**src/hdl/ddde_pkg.sv**
```systemverilog
// Shared field widths, constants and transfer types for the dot display delta encoder.
package ddde_pkg;

    localparam int COLUMN_W = 7;
    localparam int ROW_W    = 8;
    localparam int CMD_W    = 8;

    localparam int DEFAULT_PANEL_COLUMNS = 20;
    localparam int DEFAULT_PANEL_ROWS    = 120;

    // Bit 7 of the first command byte: new dot state is on
    localparam logic [CMD_W-1:0] DOT_SET_FLAG = 8'h80;

    typedef struct packed {
        logic                dot_on;
        logic [ROW_W-1:0]    row;
        logic [COLUMN_W-1:0] column;
    } dot_req_t;

    typedef struct packed {
        logic [CMD_W-1:0] command_second;
        logic [CMD_W-1:0] command_first;
    } panel_cmd_t;

endpackage

```
**src/hdl/ddde_shadow.sv**
```systemverilog
// Row-wide shadow memory of the panel with read-modify-write and change detection.
module ddde_shadow #(
    parameter int PANEL_COLUMNS = ddde_pkg::DEFAULT_PANEL_COLUMNS,
    parameter int PANEL_ROWS    = ddde_pkg::DEFAULT_PANEL_ROWS
) (
    input  logic                 clk,
    input  logic                 rst_n,
    input  logic                 req_valid,
    input  ddde_pkg::dot_req_t   req,
    output logic                 busy,
    output logic                 cmd_valid,
    output ddde_pkg::panel_cmd_t cmd
);

    localparam int CW = (PANEL_COLUMNS > 1) ? $clog2(PANEL_COLUMNS) : 1;
    localparam int RW = (PANEL_ROWS > 1) ? $clog2(PANEL_ROWS) : 1;
    localparam logic [ddde_pkg::COLUMN_W:0] COL_LIMIT = (ddde_pkg::COLUMN_W + 1)'(PANEL_COLUMNS);
    localparam logic [ddde_pkg::ROW_W:0]    ROW_LIMIT = (ddde_pkg::ROW_W + 1)'(PANEL_ROWS);

    typedef logic [PANEL_COLUMNS-1:0] row_bits_t;

    // One memory word per panel row, one bit per column
    row_bits_t mem [PANEL_ROWS];
    logic [PANEL_ROWS-1:0] row_valid_reg;

    logic                         in_range;
    logic [RW-1:0]                rd_idx;

    logic                         s1_valid_reg;
    logic [ddde_pkg::COLUMN_W-1:0] s1_col_reg;
    logic [ddde_pkg::ROW_W-1:0]   s1_row_reg;
    logic                         s1_on_reg;
    row_bits_t                    rd_data_reg;
    logic                         rd_vld_reg;

    logic                         wb_valid_reg;
    logic [RW-1:0]                wb_row_reg;
    row_bits_t                    wb_data_reg;

    logic                         fwd;
    row_bits_t                    cur_row;
    row_bits_t                    new_row;
    logic [CW-1:0]                s1_bit;
    logic [RW-1:0]                s1_idx;
    logic                         change;

    // Drop dots outside the panel before they touch the memory
    assign in_range = ({1'b0, req.column} < COL_LIMIT) && ({1'b0, req.row} < ROW_LIMIT);
    assign rd_idx   = req.row[RW-1:0];
    assign s1_idx   = s1_row_reg[RW-1:0];
    assign s1_bit   = s1_col_reg[CW-1:0];

    // Take the row written at the read edge; otherwise an unwritten row reads as all off
    always_comb
    begin
        fwd     = wb_valid_reg && (wb_row_reg == s1_idx);
        cur_row = fwd ? wb_data_reg : (rd_vld_reg ? rd_data_reg : '0);
        change  = s1_valid_reg && (cur_row[s1_bit] != s1_on_reg);
        new_row = cur_row;
        new_row[s1_bit] = s1_on_reg;
    end

    // Memory: read the requested row, write back a changed row
    always_ff @(posedge clk)
    begin
        if (req_valid && in_range)
        begin
            rd_data_reg <= mem[rd_idx];
        end
        if (change)
        begin
            mem[s1_idx] <= new_row;
        end
    end

    // Payload of the item in the modify stage and the last write-back
    always_ff @(posedge clk)
    begin
        if (req_valid && in_range)
        begin
            s1_col_reg <= req.column;
            s1_row_reg <= req.row;
            s1_on_reg  <= req.dot_on;
        end
        if (change)
        begin
            wb_row_reg  <= s1_idx;
            wb_data_reg <= new_row;
        end
    end

    // Control: stage valid, write-back valid and per-row valid bits
    always_ff @(posedge clk or negedge rst_n)
    begin
        if (!rst_n)
        begin
            s1_valid_reg  <= 1'b0;
            wb_valid_reg  <= 1'b0;
            rd_vld_reg    <= 1'b0;
            row_valid_reg <= '0;
        end
        else
        begin
            s1_valid_reg <= req_valid && in_range;
            wb_valid_reg <= change;
            if (req_valid && in_range)
            begin
                rd_vld_reg <= row_valid_reg[rd_idx];
            end
            if (change)
            begin
                row_valid_reg[s1_idx] <= 1'b1;
            end
        end
    end

    assign busy      = s1_valid_reg;
    assign cmd_valid = change;
    assign cmd.command_first  = (s1_on_reg ? ddde_pkg::DOT_SET_FLAG : '0)
                              | {1'b0, s1_col_reg};
    assign cmd.command_second = s1_row_reg;

    // A command only ever comes from an item that sits in the modify stage
    a_cmd_from_stage: assert property (@(posedge clk) disable iff (!rst_n)
        cmd_valid |-> s1_valid_reg)
        else $error("command without an item in the modify stage");

    // A write-back leaves its row marked as written
    a_row_marked: assert property (@(posedge clk) disable iff (!rst_n)
        change |=> row_valid_reg[wb_row_reg])
        else $error("written row not marked valid");

    // A command always flips the dot relative to what the shadow held
    a_flip: assert property (@(posedge clk) disable iff (!rst_n)
        change |-> (new_row != cur_row))
        else $error("command issued for an unchanged dot");

endmodule

```
**src/hdl/dot_display_delta_encoder.sv**
```systemverilog
// Top level of the dot display delta encoder: input stream, shadow update and command queue.
//
// Usage:
//   Input stream s_*: one wanted dot per transfer, s_tdata = column[6:0], row[14:7],
//   dot_on[15]. Output stream m_*: one panel command per transfer for each dot that
//   changes, m_tdata = command_first[7:0], command_second[15:8]. Dots outside the
//   panel, and dots already showing the wanted state, produce no transfer.
//   Throughput: one dot per cycle while s_tready is high, set by the single
//   read-modify-write of the row-wide shadow memory (read, then write back, with
//   forwarding of the last write for back-to-back dots on the same row).
//   Path: an accepted dot is registered into the modify stage, where its command is
//   formed and pushed into the command queue; m_tvalid rises once the queue holds it.
//   A two-entry command queue parts the sides; when the receiver stalls, s_tready
//   stays high until the queue plus the item in flight would fill it.
//   Reset: every dot reads as off. Each memory row carries a valid bit cleared at
//   reset, so the block is ready straight out of reset with no clearing pass.
module dot_display_delta_encoder #(
    parameter int PANEL_COLUMNS = ddde_pkg::DEFAULT_PANEL_COLUMNS,
    parameter int PANEL_ROWS    = ddde_pkg::DEFAULT_PANEL_ROWS
) (
    input  logic        clk,
    input  logic        rst_n,
    input  logic        s_tvalid,
    output logic        s_tready,
    input  logic [15:0] s_tdata,   // column[6:0], row[14:7], dot_on[15]
    output logic        m_tvalid,
    input  logic        m_tready,
    output logic [15:0] m_tdata    // command_first[7:0], command_second[15:8]
);

    ddde_pkg::dot_req_t   req;
    ddde_pkg::panel_cmd_t cmd;
    logic                 accept;
    logic                 busy;
    logic                 cmd_valid;
    logic                 pop;

    ddde_pkg::panel_cmd_t queue_reg [2];
    logic [1:0]           count_reg;
    logic                 wr_ptr_reg;
    logic                 rd_ptr_reg;

    assign req    = ddde_pkg::dot_req_t'(s_tdata);
    assign pop    = m_tvalid && m_tready;
    // Accept while the queue can still hold the item in flight and this one
    assign s_tready = (({1'b0, count_reg} + {2'b00, busy}) < (3'd2 + {2'b00, pop}));
    assign accept   = s_tvalid && s_tready;

    ddde_shadow #(
        .PANEL_COLUMNS (PANEL_COLUMNS),
        .PANEL_ROWS    (PANEL_ROWS)
    ) u_shadow (
        .clk       (clk),
        .rst_n     (rst_n),
        .req_valid (accept),
        .req       (req),
        .busy      (busy),
        .cmd_valid (cmd_valid),
        .cmd       (cmd)
    );

    // Queue storage
    always_ff @(posedge clk)
    begin
        if (cmd_valid)
        begin
            queue_reg[wr_ptr_reg] <= cmd;
        end
    end

    // Queue pointers and fill level
    always_ff @(posedge clk or negedge rst_n)
    begin
        if (!rst_n)
        begin
            count_reg  <= 2'd0;
            wr_ptr_reg <= 1'b0;
            rd_ptr_reg <= 1'b0;
        end
        else
        begin
            if (cmd_valid)
            begin
                wr_ptr_reg <= ~wr_ptr_reg;
            end
            if (pop)
            begin
                rd_ptr_reg <= ~rd_ptr_reg;
            end
            count_reg <= count_reg + {1'b0, cmd_valid} - {1'b0, pop};
        end
    end

    assign m_tvalid = (count_reg != 2'd0);
    assign m_tdata  = queue_reg[rd_ptr_reg];

    // Never push into a full queue
    a_no_overflow: assert property (@(posedge clk) disable iff (!rst_n)
        cmd_valid |-> (count_reg != 2'd2))
        else $error("command queue overflow");

    // Fill level stays within the two entries
    a_count_range: assert property (@(posedge clk) disable iff (!rst_n)
        count_reg != 2'd3)
        else $error("command queue count out of range");

    // A full queue with an item in flight must hold off the input
    a_backpressure: assert property (@(posedge clk) disable iff (!rst_n)
        (count_reg == 2'd2 && !pop) |-> !s_tready)
        else $error("input accepted with no room for its command");

endmodule
```
**config.mk**
```make
export PLATFORM = sky130hd
export DESIGN_NAME = dot_display_delta_encoder
export DESIGN_NICKNAME = d
export VERILOG_FILES = /design/src/hdl/ddde_pkg.sv /design/src/hdl/ddde_shadow.sv /design/src/hdl/dot_display_delta_encoder.sv
export SDC_FILE = /design/constraint.sdc
export NUM_CORES = 2
export LEC_CHECK = 0
export ABC_AREA = 1
export BUFFER_PORTS_ARGS = -buffer_cell sky130_fd_sc_hd__buf_4
export CAP_MARGIN = 0
export CORE_MARGIN = 3
export CORE_UTILIZATION = 40
export CTS_CLUSTER_DIAMETER = 60
export DETAILED_ROUTE_END_ITERATION = 10
export HOLD_SLACK_MARGIN = 0.12
export MAX_ROUTING_LAYER = met4
export PLACE_DENSITY = 0.62
export SYNTH_ARGS = -nofsm -noshare
export SYNTH_HDL_FRONTEND = slang
export SYNTH_HIERARCHICAL = 1
export SYNTH_SLANG_ARGS = --single-unit
```
**constraint.sdc**
```tcl
create_clock -name clk -period 15.12 [get_ports clk]
set_input_delay 0 -clock clk [delete_from_list [all_inputs] [get_ports clk]]
set_output_delay 0 -clock clk [all_outputs]
set_load 0.05 [all_outputs]
```
# [Word level (Yosys, flattened, before mapping)]
# Memory sizes are Yosys's and may differ from the RTL's. A register that Yosys moved wholly into a read port is not among the register bits.
# Cells that the tools add are included.
[totals] inputBits=20 n_memories=2 latchBits=0 romBits=0 output_inout_bits=18 ram_bits=2432 reg_bits=170 wordCells=55
[classes] n_mux=14 bitwise=4 n_reduce_logical=9 n_div=0 n_shift=0 magnitude_cmp=8 n_eq_ne=2 multipliers=0 addsub=4
[mem_list] name="u_shadow.mem" depth=120 word_bits=20 rd=1 rd_clocked_by_memory_dff=1 wr=1 line_no="ddde_shadow.sv:23" source="row_bits_t mem [PANEL_ROWS];"
[mem_list] name="queue_reg" depth=2 word_bits=16 rd=1 rd_clocked_by_memory_dff=0 wr=1 line_no="dot_display_delta_encoder.sv:38" source="ddde_pkg::panel_cmd_t queue_reg [2];"
[ops] cell="$or A120 B120 Y120" n=1
[ops] cell="$mux W20" n=2
[ops] cell="$bwmux W20" n=1
[ops] cell="$lt A7 B8 Y1 const B" n=2
[ops] cell="$logic_and A1 B1 Y1" n=8
[ops] cell="$lt A8 B7 Y1 const B" n=1
[ops] cell="$mux W8" n=1
[ops] cell="$or A8 B7 Y8" n=1
[ops] cell="$bmux W1 S7" n=1
[ops] cell="$demux W1 S7" n=1
[ops] cell="$eq A7 B7 Y1" n=1
[ops] cell="$ge A7 B1 Y1 const B" n=1
[ops] cell="$lt A7 B5 Y1 const B" n=1
[ops] cell="$lt A5 B6 Y1 const B" n=1
[ops] cell="$mux W1" n=6
[ops] cell="$bmux W1 S5" n=1
[ops] cell="$demux W1 S5" n=1
[ops] cell="$ge A5 B1 Y1 const B" n=1
[ops] cell="$add A2 B1 Y3" n=1
[ops] cell="$add A2 B1 Y3 const A" n=1
[ops] cell="$lt A3 B3 Y1" n=1
[ops] cell="$add A2 B1 Y2" n=1
[ops] cell="$not A1 Y1" n=2
[ops] cell="$reduce_bool A2 Y1" n=1
[ops] cell="other kinds (2)" n=2

# [Logic depth before layout (Yosys ltp)]
[logic_depth] depth_word=9 depth_mapped=21 mapped_depth_nobuf=19

# [By module]
# The synthesis kept the hierarchy.
[by_module_without_submodules] module="ddde_shadow" seq_area_each_um2=77038.9 cells_each=8170 n_inst=1 area_per_inst_um2=103704.5
[by_module_without_submodules] module="dot_display_delta_encoder" seq_area_each_um2=1061.0 cells_each=114 n_inst=1 area_per_inst_um2=1476.4

# [Least setup slack after synthesis]
# OpenSTA, ideal clock, no wires.
[synth_timing] path_type="reg2reg" startpoint="register u_shadow/s1_row_reg[0] in the netlist's numbering" endpoint="memory u_shadow/mem[0][0] in the netlist's numbering, data pin" n_path_buf=1 path_slack_ns=9.356 setup_ns=0.927 t_arrival_ns=4.837 t_required_ns=14.193 period_less_slack_ns=5.764 path_stages_with_launch=9 path_cell_list="edfxtp_1 inv_2 nand2_1 nand2_1 nand2_1 nor2_2 buf_2 nand3_1 a31oi_1"
[synth_between] elab_chain_len=4
[synth_lines] element="start: declaration" line_no="ddde_shadow.sv:31" source="logic [ddde_pkg::ROW_W-1:0] s1_row_reg;"
[synth_lines] element="start signal: assignment" line_no="ddde_shadow.sv:82" source="s1_row_reg <= req.row;"
[synth_lines] element="$eq A7 B7 Y1" line_no="ddde_shadow.sv:56" source="fwd = wb_valid_reg && (wb_row_reg == s1_idx);"
[synth_lines] element="$logic_and A1 B1 Y1" line_no="ddde_shadow.sv:56"
[synth_lines] element="$mux W20" line_no="ddde_shadow.sv:57" source="cur_row = fwd ? wb_data_reg : (rd_vld_reg ? rd_data_reg : '0);"
[synth_lines] element="$bwmux W20" line_no="ddde_shadow.sv:60" source="new_row[s1_bit] = s1_on_reg;"
[synth_lines] element="named net u_shadow.new_row[0]" line_no="ddde_shadow.sv:42" source="row_bits_t new_row;"
[synth_lines] element="end: declaration" line_no="ddde_shadow.sv:23"
# The timed path passes the listed nets, and every way through them passes these cells.

# [Final worst setup path]
[layout_timing] startpoint="register u_shadow/s1_row_reg[5] in the netlist's numbering" endpoint="memory u_shadow/mem[63][8] in the netlist's numbering, enable pin"
[layout_between] elab_chain_len=9
[layout_lines] element="$eq A7 B7 Y1" line_no="ddde_shadow.sv:56"
[layout_lines] element="$logic_and A1 B1 Y1" line_no="ddde_shadow.sv:56"
[layout_lines] element="$mux W20" line_no="ddde_shadow.sv:57"
[layout_lines] element="$bmux W1 S5" line_no="ddde_shadow.sv:58" source="change = s1_valid_reg && (cur_row[s1_bit] != s1_on_reg);"
[layout_lines] element="$mux W1 (not written as such)" line_no="ddde_shadow.sv:58"
[layout_lines] element="$ne A1 B1 Y1" line_no="ddde_shadow.sv:58"
[layout_lines] element="$logic_and A1 B1 Y1" line_no="ddde_shadow.sv:58"
[layout_lines] element="$mux W1" line_no="ddde_shadow.sv:70" source="if (change)"
[layout_lines] element="$mux W1 (not written as such)" line_no="ddde_shadow.sv:72" source="mem[s1_idx] <= new_row;"
# Parallel ways exist; a longest one is shown, timed or not. The select of a mux whose other input is x is not followed.

==> out/qor.txt <==
Slew headroom: 0.0888
cts repair resizes: 0
largest net degree at the start of global routing: 189
number of CTS-inserted buffers: 281
post-route core utilization: 0.453
die footprint: 269000 um^2
area inside the core boundary: 261000 um^2
fin crit period: 6.52 ns
crit path capture type: register
final clock period utilization by the worst path: 0.432
Peak Freq: 153 MHz
path type of the worst setup path: reg -> reg
total number of clock tree sinks: 2622
Leakage Power: 38.9 nW
flip-flop count of the largest register, all copies and words added: 2400
ANT nets after route: 0
worst hold path class: in -> async
share of the yosys chip area belonging to registers: 0.743
first-pass GRT wire length: 469000 um
Synth Register Bits: 2622
Post-CTS Repair Setup Buffers: 0
Die Width: 519 um
maxcap violations: 0
Root Driver: sky130_fd_sc_hd__clkbuf_16
average cell area after synthesis: 12.7 um^2
Final Hold Vio Count: 0
clk_lat worst skew: 0.94 ns
P&R area growth vs syn: 12.2%
number of cells on the worst reg-to-reg path: 17
grt ovf: 0
maximum fanout count along the critical path: 56
CTS tree: built
total negative setup slack: 0 ns
startpoint type of the worst setup path: register
clock input transition at the sequential cells of the worst setup and hold paths: 0.06 ns
DRC violations left: 0
FF/Latch Area: 78100 um^2
Std-Cell Rows: 187
Final HPWL DP: 182000 um
Max Transition Viols Final: 0
initial core utilization: 0.404
number of synthesized flops with an enable pin: 2495
Async S/R FF share, synth: 0.0484
proportion of layout cells with a drive suffix above 1: 0.0832
Max Root-Sink Buffers: 4
signal arrival time at the worst endpoint: 7.05 ns
RSZ-0062 raised after global routing: no
number of different library cells in the post-synthesis netlist: 48
Routed wire per std cell: 27.4 um
run status: finished clean
Synth Instances: 8284
actual transition at the worst max-transition pin: 1.37 ns
detailed-routing iteration count for the pre-antenna-repair pass: 8
net count after synthesis: 8308
register-to-register path setup slack: 8.60 ns
Final nets: 8168
number of global-route vias before repair: 66800
Hold Slack: 0.231 ns
total setup violations reported at the end of the flow: 0
destination of the worst register-to-register timing path: u_shadow/mem[63][8]$_DFFE_PP_
number of H-tree levels: 5
number of antenna violations at the first check in global routing: 16
FF-to-FF Start: u_shadow/s1_row_reg[5]$_DFFE_PP_
power density over cell area: 142 nW/um^2
die span in y: 519 um
commonest register cell after synthesis: sky130_fd_sc_hd__edfxtp_1
Layout fillers: 23000
cts hold-fix bufs: 35
vias post-DR: 71100
required time worst endpoint: 15.65 ns
Max IR drop VDD: 0.0000934 V
total routing resource utilization after global routing: 0.240
total area of multi-input combinational cells: 24300 um^2
cell area after technology mapping: 105000 um^2
GP Congestion: 0.953
overall routed net length: 324000 um
number of I/O pins: 38
Warnings, synthesis: 6
starting DRC count in detailed routing: 11200
final worst clock skew: 0.0485 ns
via count normalized by instance count: 6.00
total of buffers placed on input and output ports: 37
metal layers:
layer,GRT usage,vias to the layer above,wire (um),part of all wire
met2,0.350,4196,145000,0.45
met5,-,-,0,0
li1,-,30500,-,-
met1,0.324,35700,127000,0.39
met4,0.0983,0,14800,0.046
met3,0.0576,694,37300,0.11
synthesized netlist by cell type (2+ instances only):
master | number | area share
sky130_fd_sc_hd__nand3_1 | 185 | 0.0088
sky130_fd_sc_hd__nor2_2 | 2 | 0.00012
sky130_fd_sc_hd__a31oi_1 | 35 | 0.0021
sky130_fd_sc_hd__o32ai_1 | 3 | 0.00025
sky130_fd_sc_hd__edfxtp_1 | 2495 | 0.71
sky130_fd_sc_hd__dfrtp_1 | 127 | 0.030
sky130_fd_sc_hd__o21ai_0 | 1437 | 0.068
sky130_fd_sc_hd__nand4_1 | 131 | 0.0078
sky130_fd_sc_hd__o2111ai_1 | 2 | 0.00017
sky130_fd_sc_hd__o221ai_1 | 203 | 0.017
sky130_fd_sc_hd__o211a_1 | 5 | 0.00048
sky130_fd_sc_hd__nand2_1 | 558 | 0.020
sky130_fd_sc_hd__a32o_1 | 3 | 0.00029
sky130_fd_sc_hd__xor2_1 | 2 | 0.00017
sky130_fd_sc_hd__o21ai_1 | 2 | 0.000095
sky130_fd_sc_hd__nand4_2 | 12 | 0.0014
sky130_fd_sc_hd__o21a_1 | 2 | 0.00014
sky130_fd_sc_hd__xnor2_1 | 2 | 0.00017
sky130_fd_sc_hd__o21bai_1 | 53 | 0.0038
sky130_fd_sc_hd__o311ai_0 | 4 | 0.00033
sky130_fd_sc_hd__buf_4 | 13 | 0.00093
sky130_fd_sc_hd__clkbuf_1 | 535 | 0.019
sky130_fd_sc_hd__nor2_1 | 1512 | 0.054
sky130_fd_sc_hd__nand2_2 | 8 | 0.00048
sky130_fd_sc_hd__buf_1 | 28 | 0.0010
sky130_fd_sc_hd__buf_2 | 33 | 0.0016
sky130_fd_sc_hd__inv_2 | 9 | 0.00032
sky130_fd_sc_hd__ha_1 | 4 | 0.00048
sky130_fd_sc_hd__and3_1 | 4 | 0.00024
sky130_fd_sc_hd__inv_1 | 188 | 0.0067
sky130_fd_sc_hd__a21oi_1 | 103 | 0.0049
sky130_fd_sc_hd__buf_6 | 9 | 0.00096
sky130_fd_sc_hd__nor3_1 | 11 | 0.00052
sky130_fd_sc_hd__or2_2 | 13 | 0.00077
sky130_fd_sc_hd__o22ai_1 | 448 | 0.027
sky130_fd_sc_hd__o211ai_1 | 88 | 0.0063
sky130_fd_sc_hd__clkinv_1 | 4 | 0.00014
final cells by class:
class / count / share of cell area
Clock buffer: 353 / 0.0643
Clock inverter: 126 / 0.00933
Inverter: 202 / 0.00671
Multi-Input combinational cell: 4840 / 0.206
Antenna cell: 9 / 0.000191
Tap cell: 3496 / 0.0371
Sequential cell: 2622 / 0.662
Timing Repair Buffer: 197 / 0.0147
worst max-delay path by stage:
stage	startpoint	endpoint	slack [ns]	depth (start not counted)
6_report	u_shadow/s1_row_reg[5]$_DFFE_PP_	u_shadow/mem[63][8]$_DFFE_PP_	8.60	17
3_3_place_gp	u_shadow/s1_row_reg[1]$_DFFE_PP_	u_shadow/mem[63][4]$_DFFE_PP_	8.87	17
5_1_grt	u_shadow/s1_row_reg[0]$_DFFE_PP_	u_shadow/mem[63][8]$_DFFE_PP_	8.32	17
3_5_place_dp	u_shadow/s1_row_reg[5]$_DFFE_PP_	u_shadow/mem[63][4]$_DFFE_PP_	8.82	17
2_1_floorplan	u_shadow/s1_row_reg[0]$_DFFE_PP_	u_shadow/mem[0][0]$_DFFE_PP_	9.36	8
4_1_cts	u_shadow/s1_row_reg[5]$_DFFE_PP_	u_shadow/mem[63][8]$_DFFE_PP_	8.77	17
cells in the final DEF, fill, tap and decap left out, types with 88 or more instances in the layout:
master,count
sky130_fd_sc_hd__edfxtp_1,2495
sky130_fd_sc_hd__o211ai_1,88
sky130_fd_sc_hd__a21oi_1,103
sky130_fd_sc_hd__dfrtp_1,126
sky130_fd_sc_hd__nor2_1,1432
sky130_fd_sc_hd__clkbuf_16,290
sky130_fd_sc_hd__o221ai_1,203
sky130_fd_sc_hd__nand4_1,131
sky130_fd_sc_hd__o21ai_0,1436
sky130_fd_sc_hd__o22ai_1,448
sky130_fd_sc_hd__inv_1,180
sky130_fd_sc_hd__buf_4,148
sky130_fd_sc_hd__nand2_1,558
sky130_fd_sc_hd__nand3_1,184
kinds of logic (layout without fill, tap and decap cells):
family	count (synthesis)	count (layout)	synth area share
flip-flops	2622	2622	0.743
adder cells (fa/ha/maj)	4	4	0.000476
buffers and inverters	822	878	0.0312
AO/OA/AOI/OAI	2391	2391	0.131
other	0	9	0
XOR/XNOR	4	4	0.000333
AND/OR/NAND/NOR	2441	2441	0.0946
through the flow:
stage	cell area, um^2	power [mW]	worst slack [ns]	instances
finish	118000	16.8	8.60	11800
global route	118000	17.3	8.32	11800
CTS	118000	16.9	8.77	11800
detailed placement	109000	10.3	8.82	11300
global placement	109000	10.3	8.87	11300
floorplan	105000	9.54	9.36	8284
power by group:
part	internal [mW]	switching, mW
Combinational	0.291	1.47
Sequential	8.42	0.0307
Clock	3.85	2.75
Total	12.6	4.24
critical path: stages, from the launching register on:
cell and delay (ns):
sky130_fd_sc_hd__edfxtp_1 0.50, sky130_fd_sc_hd__inv_1 0.13, sky130_fd_sc_hd__nand2_1 0.06, sky130_fd_sc_hd__nand2_1 0.07
sky130_fd_sc_hd__nand2_1 0.08, sky130_fd_sc_hd__nor2_2 0.82, sky130_fd_sc_hd__nand3_1 0.30, sky130_fd_sc_hd__nand3_1 0.18
sky130_fd_sc_hd__nand3_1 0.12, sky130_fd_sc_hd__nor2_1 0.11, sky130_fd_sc_hd__nor2_1 0.05, sky130_fd_sc_hd__nor2_1 0.26
sky130_fd_sc_hd__nand2_1 0.15, sky130_fd_sc_hd__nand2_4 0.62, sky130_fd_sc_hd__buf_4 0.58, sky130_fd_sc_hd__buf_4 0.63
sky130_fd_sc_hd__nand4_2 0.34, sky130_fd_sc_hd__nor2_2 1.00
Power figures use the tool's default switching activity.
